===== src/rtl/bce_pkg.sv =====
// Shared types and constants of the four-band crossover equalizer.
// Used by the divider, the controller, the datapath and the top level.
`default_nettype none
package bce_pkg;

   // Working widths
   localparam int VW         = 36;   // stage input, band and curve values
   localparam int SUM_W      = 48;   // window sum
   localparam int PT_W       = 32;   // curve points
   localparam int XF         = 24;   // fraction bits of position and weights
   localparam int W_W        = 25;   // position and weights, up to 1.0
   localparam int F_W        = 24;   // newest-point factor
   localparam int GAIN_W     = 18;
   localparam int PER_W      = 20;
   localparam int CNT_W      = 21;   // count + 1
   localparam int ACC_W      = 64;
   localparam int MUL_AW     = 36;
   localparam int MUL_BW     = 26;
   localparam int PROD_W     = MUL_AW + MUL_BW;
   localparam int CSR_IDX_W  = 3;
   localparam int CSR_DATA_W = 20;

   // Divider
   localparam int DIV_NW = 53;
   localparam int DIV_DW = 30;
   localparam int DIV_LW = 6;
   localparam logic [DIV_LW-1:0] LEN_AVG = 6'd48;
   localparam logic [DIV_LW-1:0] LEN_F   = 6'd53;
   localparam logic [DIV_LW-1:0] LEN_X   = 6'd45;

   // Register indexes
   localparam logic [CSR_IDX_W-1:0] REG_HIGH_GAIN     = 3'd0;
   localparam logic [CSR_IDX_W-1:0] REG_HIGHMID_GAIN  = 3'd1;
   localparam logic [CSR_IDX_W-1:0] REG_LOWMID_GAIN   = 3'd2;
   localparam logic [CSR_IDX_W-1:0] REG_BASS_GAIN     = 3'd3;
   localparam logic [CSR_IDX_W-1:0] REG_UPPER_PERIOD  = 3'd4;
   localparam logic [CSR_IDX_W-1:0] REG_MIDDLE_PERIOD = 3'd5;
   localparam logic [CSR_IDX_W-1:0] REG_LOWER_PERIOD  = 3'd6;

   localparam logic [GAIN_W-1:0] GAIN_RESET  = 18'd65536;
   localparam logic [PER_W-1:0]  UPPER_RESET = 20'd1;
   localparam logic [PER_W-1:0]  MID_RESET   = 20'd4;
   localparam logic [PER_W-1:0]  LOWER_RESET = 20'd20;

   // Crossover stage position within a pass, and gain select
   localparam logic [1:0] K_UPPER  = 2'd0;
   localparam logic [1:0] K_MIDDLE = 2'd1;
   localparam logic [1:0] K_LOWER  = 2'd2;
   localparam logic [1:0] G_HIGH    = 2'd0;
   localparam logic [1:0] G_HIGHMID = 2'd1;
   localparam logic [1:0] G_LOWMID  = 2'd2;
   localparam logic [1:0] G_BASS    = 2'd3;

   typedef enum logic [2:0] {
      OP_NONE, OP_TAKE, OP_LOAD, OP_NEWPT, OP_FIN, OP_MIX_FIN, OP_OUT
   } op_type;

   typedef enum logic [1:0] {DIV_AVG, DIV_F, DIV_X} div_sel_type;

   typedef enum logic [3:0] {
      MUL_NONE, MUL_AF, MUL_UU, MUL_UX, MUL_XX, MUL_OD, MUL_MC, MUL_NB, MUL_BG
   } mul_sel_type;

   typedef enum logic [1:0] {ACC_KEEP, ACC_LOAD, ACC_ADD} acc_type;

   typedef enum logic [1:0] {LAT_NONE, LAT_WD, LAT_WC, LAT_WB} lat_type;

   typedef struct packed {
      op_type      op;
      logic        div_start;
      div_sel_type div_sel;
      mul_sel_type mul_sel;
      acc_type     acc;
      lat_type     lat;
      logic [1:0]  band;
      logic [1:0]  gsel;
   } cmd_type;

   typedef struct packed {
      logic close;
      logic div_done;
   } status_type;

endpackage
`default_nettype wire


===== src/rtl/bce_ctrl.sv =====
// Sequencer of the equalizer: walks stages and passes, issues datapath commands.
// Uses bce_pkg for command and status types.
`default_nettype none
module bce_ctrl #(
   parameter int STAGES = 9,
   parameter int SIDX_W = 4
) (
   input  wire logic                clock,
   input  wire logic                reset,
   input  wire logic                req_tvalid,
   output logic                     req_tready,
   output logic                     rsp_tvalid,
   input  wire logic                rsp_tready,
   output logic [SIDX_W-1:0]        stage_idx,
   output bce_pkg::cmd_type         cmd,
   input  wire bce_pkg::status_type status
);
   typedef enum logic [4:0] {
      S_IDLE, S_LOAD, S_BRANCH, S_AVG_GO, S_AVG_WAIT, S_F_GO, S_F_WAIT,
      S_NP_MUL, S_NP_SET, S_XQ_GO, S_XQ_WAIT, S_W_UU, S_W_UX, S_W_XX,
      S_A_OD, S_A_MC, S_A_NB, S_FIN, S_MIX0, S_MIX1, S_MIX2, S_MIX3,
      S_MIX_FIN, S_OUT
   } state_type;

   state_type         state_ff;
   logic [SIDX_W-1:0] stage_ff;
   logic [1:0]        k_ff;
   logic              rsp_tvalid_ff;
   logic              out_free;

   assign req_tready = (state_ff == S_IDLE);
   assign rsp_tvalid = rsp_tvalid_ff;
   assign stage_idx  = stage_ff;
   assign out_free   = !rsp_tvalid_ff || rsp_tready;

   // command decode
   always_comb begin
      cmd           = '0;
      cmd.op        = bce_pkg::OP_NONE;
      cmd.div_sel   = bce_pkg::DIV_AVG;
      cmd.mul_sel   = bce_pkg::MUL_NONE;
      cmd.acc       = bce_pkg::ACC_KEEP;
      cmd.lat       = bce_pkg::LAT_NONE;
      cmd.band      = k_ff;
      cmd.gsel      = bce_pkg::G_HIGH;
      unique case (state_ff)
         S_IDLE:     if (req_tvalid) cmd.op = bce_pkg::OP_TAKE;
         S_LOAD:     cmd.op = bce_pkg::OP_LOAD;
         S_AVG_GO:   begin cmd.div_start = 1'b1; cmd.div_sel = bce_pkg::DIV_AVG; end
         S_AVG_WAIT: cmd.div_sel = bce_pkg::DIV_AVG;
         S_F_GO:     begin cmd.div_start = 1'b1; cmd.div_sel = bce_pkg::DIV_F; end
         S_F_WAIT:   cmd.div_sel = bce_pkg::DIV_F;
         S_NP_MUL:   cmd.mul_sel = bce_pkg::MUL_AF;
         S_NP_SET:   cmd.op = bce_pkg::OP_NEWPT;
         S_XQ_GO:    begin cmd.div_start = 1'b1; cmd.div_sel = bce_pkg::DIV_X; end
         S_XQ_WAIT:  cmd.div_sel = bce_pkg::DIV_X;
         S_W_UU:     cmd.mul_sel = bce_pkg::MUL_UU;
         S_W_UX:     begin cmd.mul_sel = bce_pkg::MUL_UX; cmd.lat = bce_pkg::LAT_WD; end
         S_W_XX:     begin cmd.mul_sel = bce_pkg::MUL_XX; cmd.lat = bce_pkg::LAT_WC; end
         S_A_OD:     begin cmd.mul_sel = bce_pkg::MUL_OD; cmd.lat = bce_pkg::LAT_WB; end
         S_A_MC:     begin cmd.mul_sel = bce_pkg::MUL_MC; cmd.acc = bce_pkg::ACC_LOAD; end
         S_A_NB:     begin cmd.mul_sel = bce_pkg::MUL_NB; cmd.acc = bce_pkg::ACC_ADD; end
         S_FIN:      cmd.op = bce_pkg::OP_FIN;
         S_MIX0:     begin cmd.mul_sel = bce_pkg::MUL_BG; cmd.gsel = bce_pkg::G_HIGH; end
         S_MIX1: begin
            cmd.mul_sel = bce_pkg::MUL_BG; cmd.gsel = bce_pkg::G_HIGHMID;
            cmd.acc = bce_pkg::ACC_LOAD;
         end
         S_MIX2: begin
            cmd.mul_sel = bce_pkg::MUL_BG; cmd.gsel = bce_pkg::G_LOWMID;
            cmd.acc = bce_pkg::ACC_ADD;
         end
         S_MIX3: begin
            cmd.mul_sel = bce_pkg::MUL_BG; cmd.gsel = bce_pkg::G_BASS;
            cmd.acc = bce_pkg::ACC_ADD;
         end
         S_MIX_FIN:  cmd.op = bce_pkg::OP_MIX_FIN;
         S_OUT:      if (out_free) cmd.op = bce_pkg::OP_OUT;
         default:    ;
      endcase
   end

   // state, stage counters and output valid
   always_ff @(posedge clock) begin
      if (reset) begin
         state_ff      <= S_IDLE;
         stage_ff      <= '0;
         k_ff          <= bce_pkg::K_UPPER;
         rsp_tvalid_ff <= 1'b0;
      end else begin
         // present a finished item, or drop the one just taken
         if (state_ff == S_OUT && out_free) rsp_tvalid_ff <= 1'b1;
         else if (rsp_tready) rsp_tvalid_ff <= 1'b0;
         unique case (state_ff)
            S_IDLE: if (req_tvalid) begin
               stage_ff <= '0;
               k_ff     <= bce_pkg::K_UPPER;
               state_ff <= S_LOAD;
            end
            S_LOAD:     state_ff <= S_BRANCH;
            S_BRANCH:   state_ff <= status.close ? S_AVG_GO : S_XQ_GO;
            S_AVG_GO:   state_ff <= S_AVG_WAIT;
            S_AVG_WAIT: if (status.div_done) state_ff <= S_F_GO;
            S_F_GO:     state_ff <= S_F_WAIT;
            S_F_WAIT:   if (status.div_done) state_ff <= S_NP_MUL;
            S_NP_MUL:   state_ff <= S_NP_SET;
            S_NP_SET:   state_ff <= S_XQ_GO;
            S_XQ_GO:    state_ff <= S_XQ_WAIT;
            S_XQ_WAIT:  if (status.div_done) state_ff <= S_W_UU;
            S_W_UU:     state_ff <= S_W_UX;
            S_W_UX:     state_ff <= S_W_XX;
            S_W_XX:     state_ff <= S_A_OD;
            S_A_OD:     state_ff <= S_A_MC;
            S_A_MC:     state_ff <= S_A_NB;
            S_A_NB:     state_ff <= S_FIN;
            S_FIN: begin
               if (k_ff == bce_pkg::K_LOWER) begin
                  state_ff <= S_MIX0;
               end else begin
                  stage_ff <= stage_ff + 1'b1;
                  k_ff     <= k_ff + 1'b1;
                  state_ff <= S_LOAD;
               end
            end
            S_MIX0:     state_ff <= S_MIX1;
            S_MIX1:     state_ff <= S_MIX2;
            S_MIX2:     state_ff <= S_MIX3;
            S_MIX3:     state_ff <= S_MIX_FIN;
            S_MIX_FIN: begin
               if (stage_ff == SIDX_W'(STAGES - 1)) begin
                  state_ff <= S_OUT;
               end else begin
                  stage_ff <= stage_ff + 1'b1;
                  k_ff     <= bce_pkg::K_UPPER;
                  state_ff <= S_LOAD;
               end
            end
            S_OUT: if (out_free) begin
               state_ff <= S_IDLE;
            end
            default:    state_ff <= S_IDLE;
         endcase
      end
   end

   // divider only reports while a wait state expects it
   a_done_in_wait: assert property (@(posedge clock) disable iff (reset)
      status.div_done |-> (state_ff == S_AVG_WAIT || state_ff == S_F_WAIT ||
                           state_ff == S_XQ_WAIT))
      else $error("divider done outside a wait state");

   // an accepted item starts the first stage
   a_take_load: assert property (@(posedge clock) disable iff (reset)
      (req_tvalid && req_tready) |=> (state_ff == S_LOAD && stage_ff == '0))
      else $error("accepted item did not start at stage zero");

   // a finished result is presented and the block returns to idle
   a_out_valid: assert property (@(posedge clock) disable iff (reset)
      (state_ff == S_OUT && out_free) |=> (rsp_tvalid_ff && state_ff == S_IDLE))
      else $error("result not presented");
endmodule
`default_nettype wire


===== config.mk =====
export PLATFORM = sky130hd
export DESIGN_NAME = bce_ctrl
export DESIGN_NICKNAME = d
export VERILOG_FILES = /design/src/rtl/bce_pkg.sv /design/src/rtl/bce_ctrl.sv
export SDC_FILE = /design/constraint.sdc
export NUM_CORES = 1
export LEC_CHECK = 0
export BUFFER_PORTS_ARGS = -buffer_cell sky130_fd_sc_hd__clkbuf_2
export CORE_ASPECT_RATIO = 0.7
export CORE_MARGIN = 8
export CORE_UTILIZATION = 52
export CTS_CLUSTER_SIZE = 16
export DETAILED_ROUTE_END_ITERATION = 10
export GPL_ROUTABILITY_DRIVEN = 0
export PLACE_DENSITY = 0.77
export SYNTH_ARGS = -nofsm -noshare
export SYNTH_HDL_FRONTEND = slang
export SYNTH_SLANG_ARGS = --single-unit

===== constraint.sdc =====
create_clock -name clock -period 2.2 [get_ports clock]
set_input_delay 0.22 -clock clock [delete_from_list [all_inputs] [get_ports clock]]
set_output_delay 0.22 -clock clock [all_outputs]
set_load 0.03 [all_outputs]

==> out/qor.yml, run 1 <==
ff2ff_setup_slack_ns: 0.14
post_cts_buffers: 0
synth.distinct_cells: 42
crit_arrival_ns: 2.22
finalPower_w: 0.000828
whs_ns: 0.315
synth_xor_area_share_pct: 1.55
rsz0062_at_grt: "false"
critPathMaxStageDelay_ns: 0.50
timing.max_cap.violations: 0
finalSetupTns_ns: 0
fp.dieH_um: 55
crit_chain: "inv_1 > ha_1 > or4b_4 > o21a_1 > a21o_1 > mux2_4"
hold_viol_final: 0
hold_path.class: "input pin to flop"
grt_pass1_wl_um: 5090
ys_ff_latch: 12
grt_usage_pct: 16.1
grt_start_max_net_pins: 19
cts_buffers: 3
holdBufCountCts: 0
max_freq_ghz: 0.485
route.detailed.drc: 0
root_buffer: "clkbuf_4"
grt_antenna_before_repair: 0
die_w_um: 71.7
cpMaxStageDelayCell: "or4b_4"
drt-total-wl_um: 3140
slew_viol_final: 0
wire_per_inst_um: 15.1
dp_hpwl_um: 2440
cts_resized: 0
vdd_drop_max_v: 0.000304
ios: 30
finalSetupViolCount: 0
cts_tree: "built"
status: "finished clean"
ff2ff_path_depth: 6
cp_data_required_time_ns: 2.36
cp_num_buf_inv: 1
ys.flop_type: "dfxtp_1"
stdcell_area_sq_um: 1320
yosysWarnings: 0
vias: 1238
timing.final.crit_period_ns: 2.06
dr.pass1.iters: 4
drt_iter0_drc: 90
final_util_pct: 62.9
syn2layout_area_growth_pct: 17.1
clock-sinks: 12
crit_end: "k_ff[1]"
portBuffers: 29
die_area_sq_um: 3940
critPathKind: "flop to flop"
end_kind: "flop"
cts_max_level: 1
num_antenna_cells: 0
drive_gt1_share_pct: 26.6
dpl_cell_area_sq_um: 1300
synthMuxAreaShare_pct: 6.64
vias_per_cell: 5.95
synthCells: 158
crit_fanout: 4
synthAdderAreaFrac_pct: 3.32
synthSimpleGateAreaFrac_pct: 36.1
start_util_pct: 53.8
crit_cells: 6
synth_compound_area_share_pct: 23.7
cellPowerDensity_nw_per_um2: 626
cp_top_family: "simple AND/OR/NAND/NOR gates"
synth_area_per_cell_sq_um: 7.15
skew_ns: 0.00491
r2r_start: "k_ff[0]"
synthesis.area_sq_um: 1130
overflow: 0
core_area_sq_um: 2100
ys_seq_area_share_pct: 21.3
finalNetCount: 195
cts_buffer_depth: 2
clkTransAtPathRegs_ns: 0.07
r2r_end: "k_ff[1]"
syn-num-nets: 167
async_flop_share_pct: 0
worst_slew_pin_slew_ns: 0.551
p_leak_nw: 0.547
finalCritPeriodShare_pct: 93.7
startpoint_type: "flop"
ant_nets: 0
maxSlewHeadroom_pct: 63.2
synth_top_family_by_area: "simple AND/OR/NAND/NOR gates"
synth-edff-count: 0
worstSetupStartpoint: "k_ff[0]"
fp-row-count: 14
clk_latency_ns: 0.27
grt_pass1_vias: 1088
-- cell usage after synthesis (2+ instances only) --
cell,number,area [sq um]
nor2_1,15,56.3
nand2_1,14,52.6
dfxtp_1,12,240
a21oi_1,11,55.1
clkbuf_1,11,41.3
o21ai_0,11,55.1
nor3_1,10,50.1
nand2b_1,9,56.3
inv_1,7,26.3
nor2b_1,5,31.3
nand3b_1,4,30.0
a211oi_1,3,22.5
and2_1,3,18.8
ha_1,3,37.5
mux2_4,3,45.0
mux2i_1,3,30.0
nand3_1,3,15.0
a21o_1,2,15.0
a22oi_1,2,15.0
a41oi_1,2,17.5
nand4_1,2,12.5
o22ai_1,2,12.5
o31ai_1,2,15.0
-- layout by cell type (no fill, tap or decap), drive strengths merged, types with 3 or more instances in the layout --
master  instances
and2            4
a21oi          11
nand3           3
nor3           10
o21ai          11
inv             7
mux2i           3
nor2b           5
nand2          14
dfxtp          12
buf             7
nand3b          4
nand2b          9
nor2           15
ha              3
mux2            3
clkbuf         32
a211oi          4
-- cell families (layout without fill, tap and decap cells) --
kind of cell	count (synthesis)	count (layout)
and+or+nand+nor	74	74
AOI/OAI and AO/OA	41	41
buffers and inverters	20	46
DFF	12	12
muxes	6	6
adders and majority gates	3	3
xor gates and xnor gates	2	2
-- layer usage --
metal,global-route usage (%),routed length (um),share of wire (%),up-vias
met4,3.37,19,0.61,0
met5,0,0,0,-
met3,5.04,236,7.5,4
met1,20.6,1430,45,562
li1,-,-,-,616
met2,26.4,1450,46,56
-- how the worst min path moves through the flow --
| stage | startpoint | to | slack, ns | cells past startpoint |
|---|---|---|---|---|
| 6_report | reset | state_ff[2] | 0.32 | 2 |
| 5_1_grt | reset | state_ff[2] | 0.33 | 2 |
| 4_1_cts | reset | state_ff[2] | 0.31 | 2 |
| 3_5_place_dp | stage_idx[3] | stage_idx[3] | 0.49 | 2 |
| 3_3_place_gp | stage_idx[3] | stage_idx[3] | 0.47 | 2 |
| 2_1_floorplan | reset | stage_idx[1] | 0.40 | 2 |
-- registers in the layout (all words and copies together), names as in the netlist --
| signal | count |
|---|---|
| k_ff | 2 |
| stage_idx | 4 |
| rsp_tvalid | 1 |
| state_ff | 5 |
-- through the flow --
stage,std cells,worst slack [ns]
3_5_place_dp,205,0.164
3_3_place_gp,205,0.243
6_report,208,0.138
4_1_cts,208,0.148
5_1_grt,208,0.00218
2_1_floorplan,158,0.0543
-- final cells by class --
| cell class | instances | area (sq um) |
|---|---|---|
| clock buffers | 3 | 22.5 |
| fillers | 181 | 779 |
| inverters | 7 | 26.3 |
| multi-input cells | 126 | 806 |
| flip-flops and latches | 12 | 240 |
| well taps | 24 | 30.0 |
| repair buffers | 36 | 198 |
-- power by group --
part,switching (W),total [W],internal [W]
registers,0.0000285,0.000259,0.000230
logic,0.000265,0.000434,0.000169
clock network,0.0000720,0.000135,0.0000634
No activity file was read; power rests on OpenSTA's default activity.
==> run 2: changes to the inputs <==
--- a/config.mk
+++ b/config.mk
@@ -12,7 +12,8 @@
 export CTS_CLUSTER_SIZE = 16
 export DETAILED_ROUTE_END_ITERATION = 10
 export GPL_ROUTABILITY_DRIVEN = 0
-export PLACE_DENSITY = 0.77
+export PLACE_DENSITY_LB_ADDON = 0.2
+export SETUP_SLACK_MARGIN = 0.05
 export SYNTH_ARGS = -nofsm -noshare
 export SYNTH_HDL_FRONTEND = slang
 export SYNTH_SLANG_ARGS = --single-unit
==> out/qor.yml, run 2 (synthesis results as in run 1) <==
fillers: 204  # +13%
root_buffer: "clkbuf_4"
clkTransAtPathRegs_ns: 0.07  # about the same
largest_reg_flops: 5  # unchanged
status: "finished clean"
timing.final.crit_period_ns: 2.01  # -0.0519 ns
dp_hpwl_um: 2450  # +0.48%
hold_path.class: "input pin to flop"
route.detailed.drc: 0  # unchanged
num_antenna_cells: 0  # unchanged
die_area_sq_um: 3940  # unchanged
clk_latency_ns: 0.27  # about the same
critPathKind: "flop to flop"
cts_max_level: 1  # unchanged
syn2layout_area_growth_pct: 17.3
drt-total-wl_um: 3190  # +1.6%
whs_ns: 0.328  # +0.0129 ns
finalPower_w: 0.000824  # -0.49%
vdd_drop_max_v: 0.000403  # +33%
skew_ns: 0.00266  # -0.00225 ns
final_cell_mix: "clkbuf_2 (29), nor2_1 (15), nand2_1 (14)"
grt_pass1_vias: 1134  # +4.2%
crit_fanout: 4  # unchanged
p_leak_nw: 0.548  # +0.14%
finalCritPeriodShare_pct: 91.4  # -2.4 points
cts_buffers: 3  # unchanged
fp.dieH_um: 55  # unchanged
grt_usage_pct: 16.4  # +0.32 points
fp-row-count: 14  # unchanged
overflow: 0  # unchanged
worst_slew_pin_slew_ns: 0.373  # -0.178 ns
finalSetupViolCount: 0  # unchanged
cp_data_required_time_ns: 2.36  # about the same
finalSetupTns_ns: 0  # unchanged
dr.pass1.iters: 4  # unchanged
cellPowerDensity_nw_per_um2: 622  # -0.68%
vias: 1243  # +0.40%
cts_tree: "built"
vias_per_cell: 5.98  # +0.40%
start_util_pct: 53.8  # unchanged
crit_arrival_ns: 2.17  # -0.05 ns
max_freq_ghz: 0.498  # +2.6%
largest-register: "state_ff"
grt_antenna_before_repair: 0  # unchanged
cts_buffer_depth: 2  # unchanged
hold_viol_final: 0  # unchanged
die_w_um: 71.7  # unchanged
end_kind: "flop"
layout_commonest_cell: "clkbuf_2"
drive_gt1_share_pct: 27.7  # +1.1 points
timing.max_cap.violations: 0  # unchanged
finalNetCount: 195  # unchanged
maxSlewHeadroom_pct: 74.8  # +12 points
startpoint_type: "flop"
portBuffers: 29  # unchanged
slew_viol_final: 0  # unchanged
drt_iter0_drc: 194  # +120%
clock-sinks: 12  # unchanged
ant_nets: 0  # unchanged
core_area_sq_um: 2100  # unchanged
ios: 30  # unchanged
grt_start_max_net_pins: 26  # +7
rsz0062_at_grt: "false"
wire_per_inst_um: 15.3  # +1.6%
grt_pass1_wl_um: 5140  # +1.1%
run 2: cell count changes in the layout (fill, tap and decap cells not counted):
cell     change
dfxtp_2      +2
dfxtp_1      -2
run 2: critical path: stages, from the launching register on:
cell     delay [ns]
dfxtp_1        0.36
inv_1          0.06
ha_1           0.21
or4b_4         0.49
o21a_1         0.21
a21o_1         0.26
mux2_4         0.32
run 2: what timing repair did:
item                       4_1_cts  5_1_grt
hold buffers                     0        0
setup buffers                    0        0
setup endpoints to repair        0        2
resized for setup                0        2
run 2: layer usage:
metal / GRT usage (%) / vias up / wire length, um
met5: 0 / - / 0
met2: 28.6 / 61 / 1480
met1: 20.1 / 565 / 1410
met3: 4.68 / 0 / 293
met4: 3.37 / 0 / 0
li1: - / 617 / -
run 2: final timing paths:
path | from | to | slack [ns] | cells after the start
setup / recovery | k_ff[0] | k_ff[1] | 0.19 | 6
hold / removal | rsp_tready | rsp_tvalid | 0.33 | 4
setup reg to reg | k_ff[0] | k_ff[1] | 0.19 | 6
hold reg to reg | stage_idx[3] | stage_idx[3] | 0.49 | 2
run 2: layout make-up:
type	instances	area [sq um]	area share, %
sequential	12	243	18.3
multi-input combinational	126	806	60.8
clock buffer	3	22.5	1.70
tap	24	30.0	2.27
inverter	7	26.3	1.98
timing repair buffer	36	198	14.9
run 2: report_power, final:
part | leakage, nW | switching [W] | internal (W)
sequential | 0.0980 | 0.0000302 | 0.000232
clock | 0.0138 | 0.0000675 | 0.0000633
combinational | 0.436 | 0.000263 | 0.000168
total | 0.548 | 0.000361 | 0.000463
run 2: through the flow:
| step | instances | instance area, sq um | util [%] | setup slack, ns |
|---|---|---|---|---|
| finish | 208 | 1330 | 63.0 | 0.190 |
| global route | 208 | 1330 | 63.0 | 0.108 |
| floorplan | 158 | 1130 | - | 0.0543 |
| CTS | 208 | 1320 | 62.9 | 0.117 |
| detailed placement | 205 | 1300 | 61.8 | 0.191 |
| global placement | 205 | 1300 | 61.8 | 0.244 |
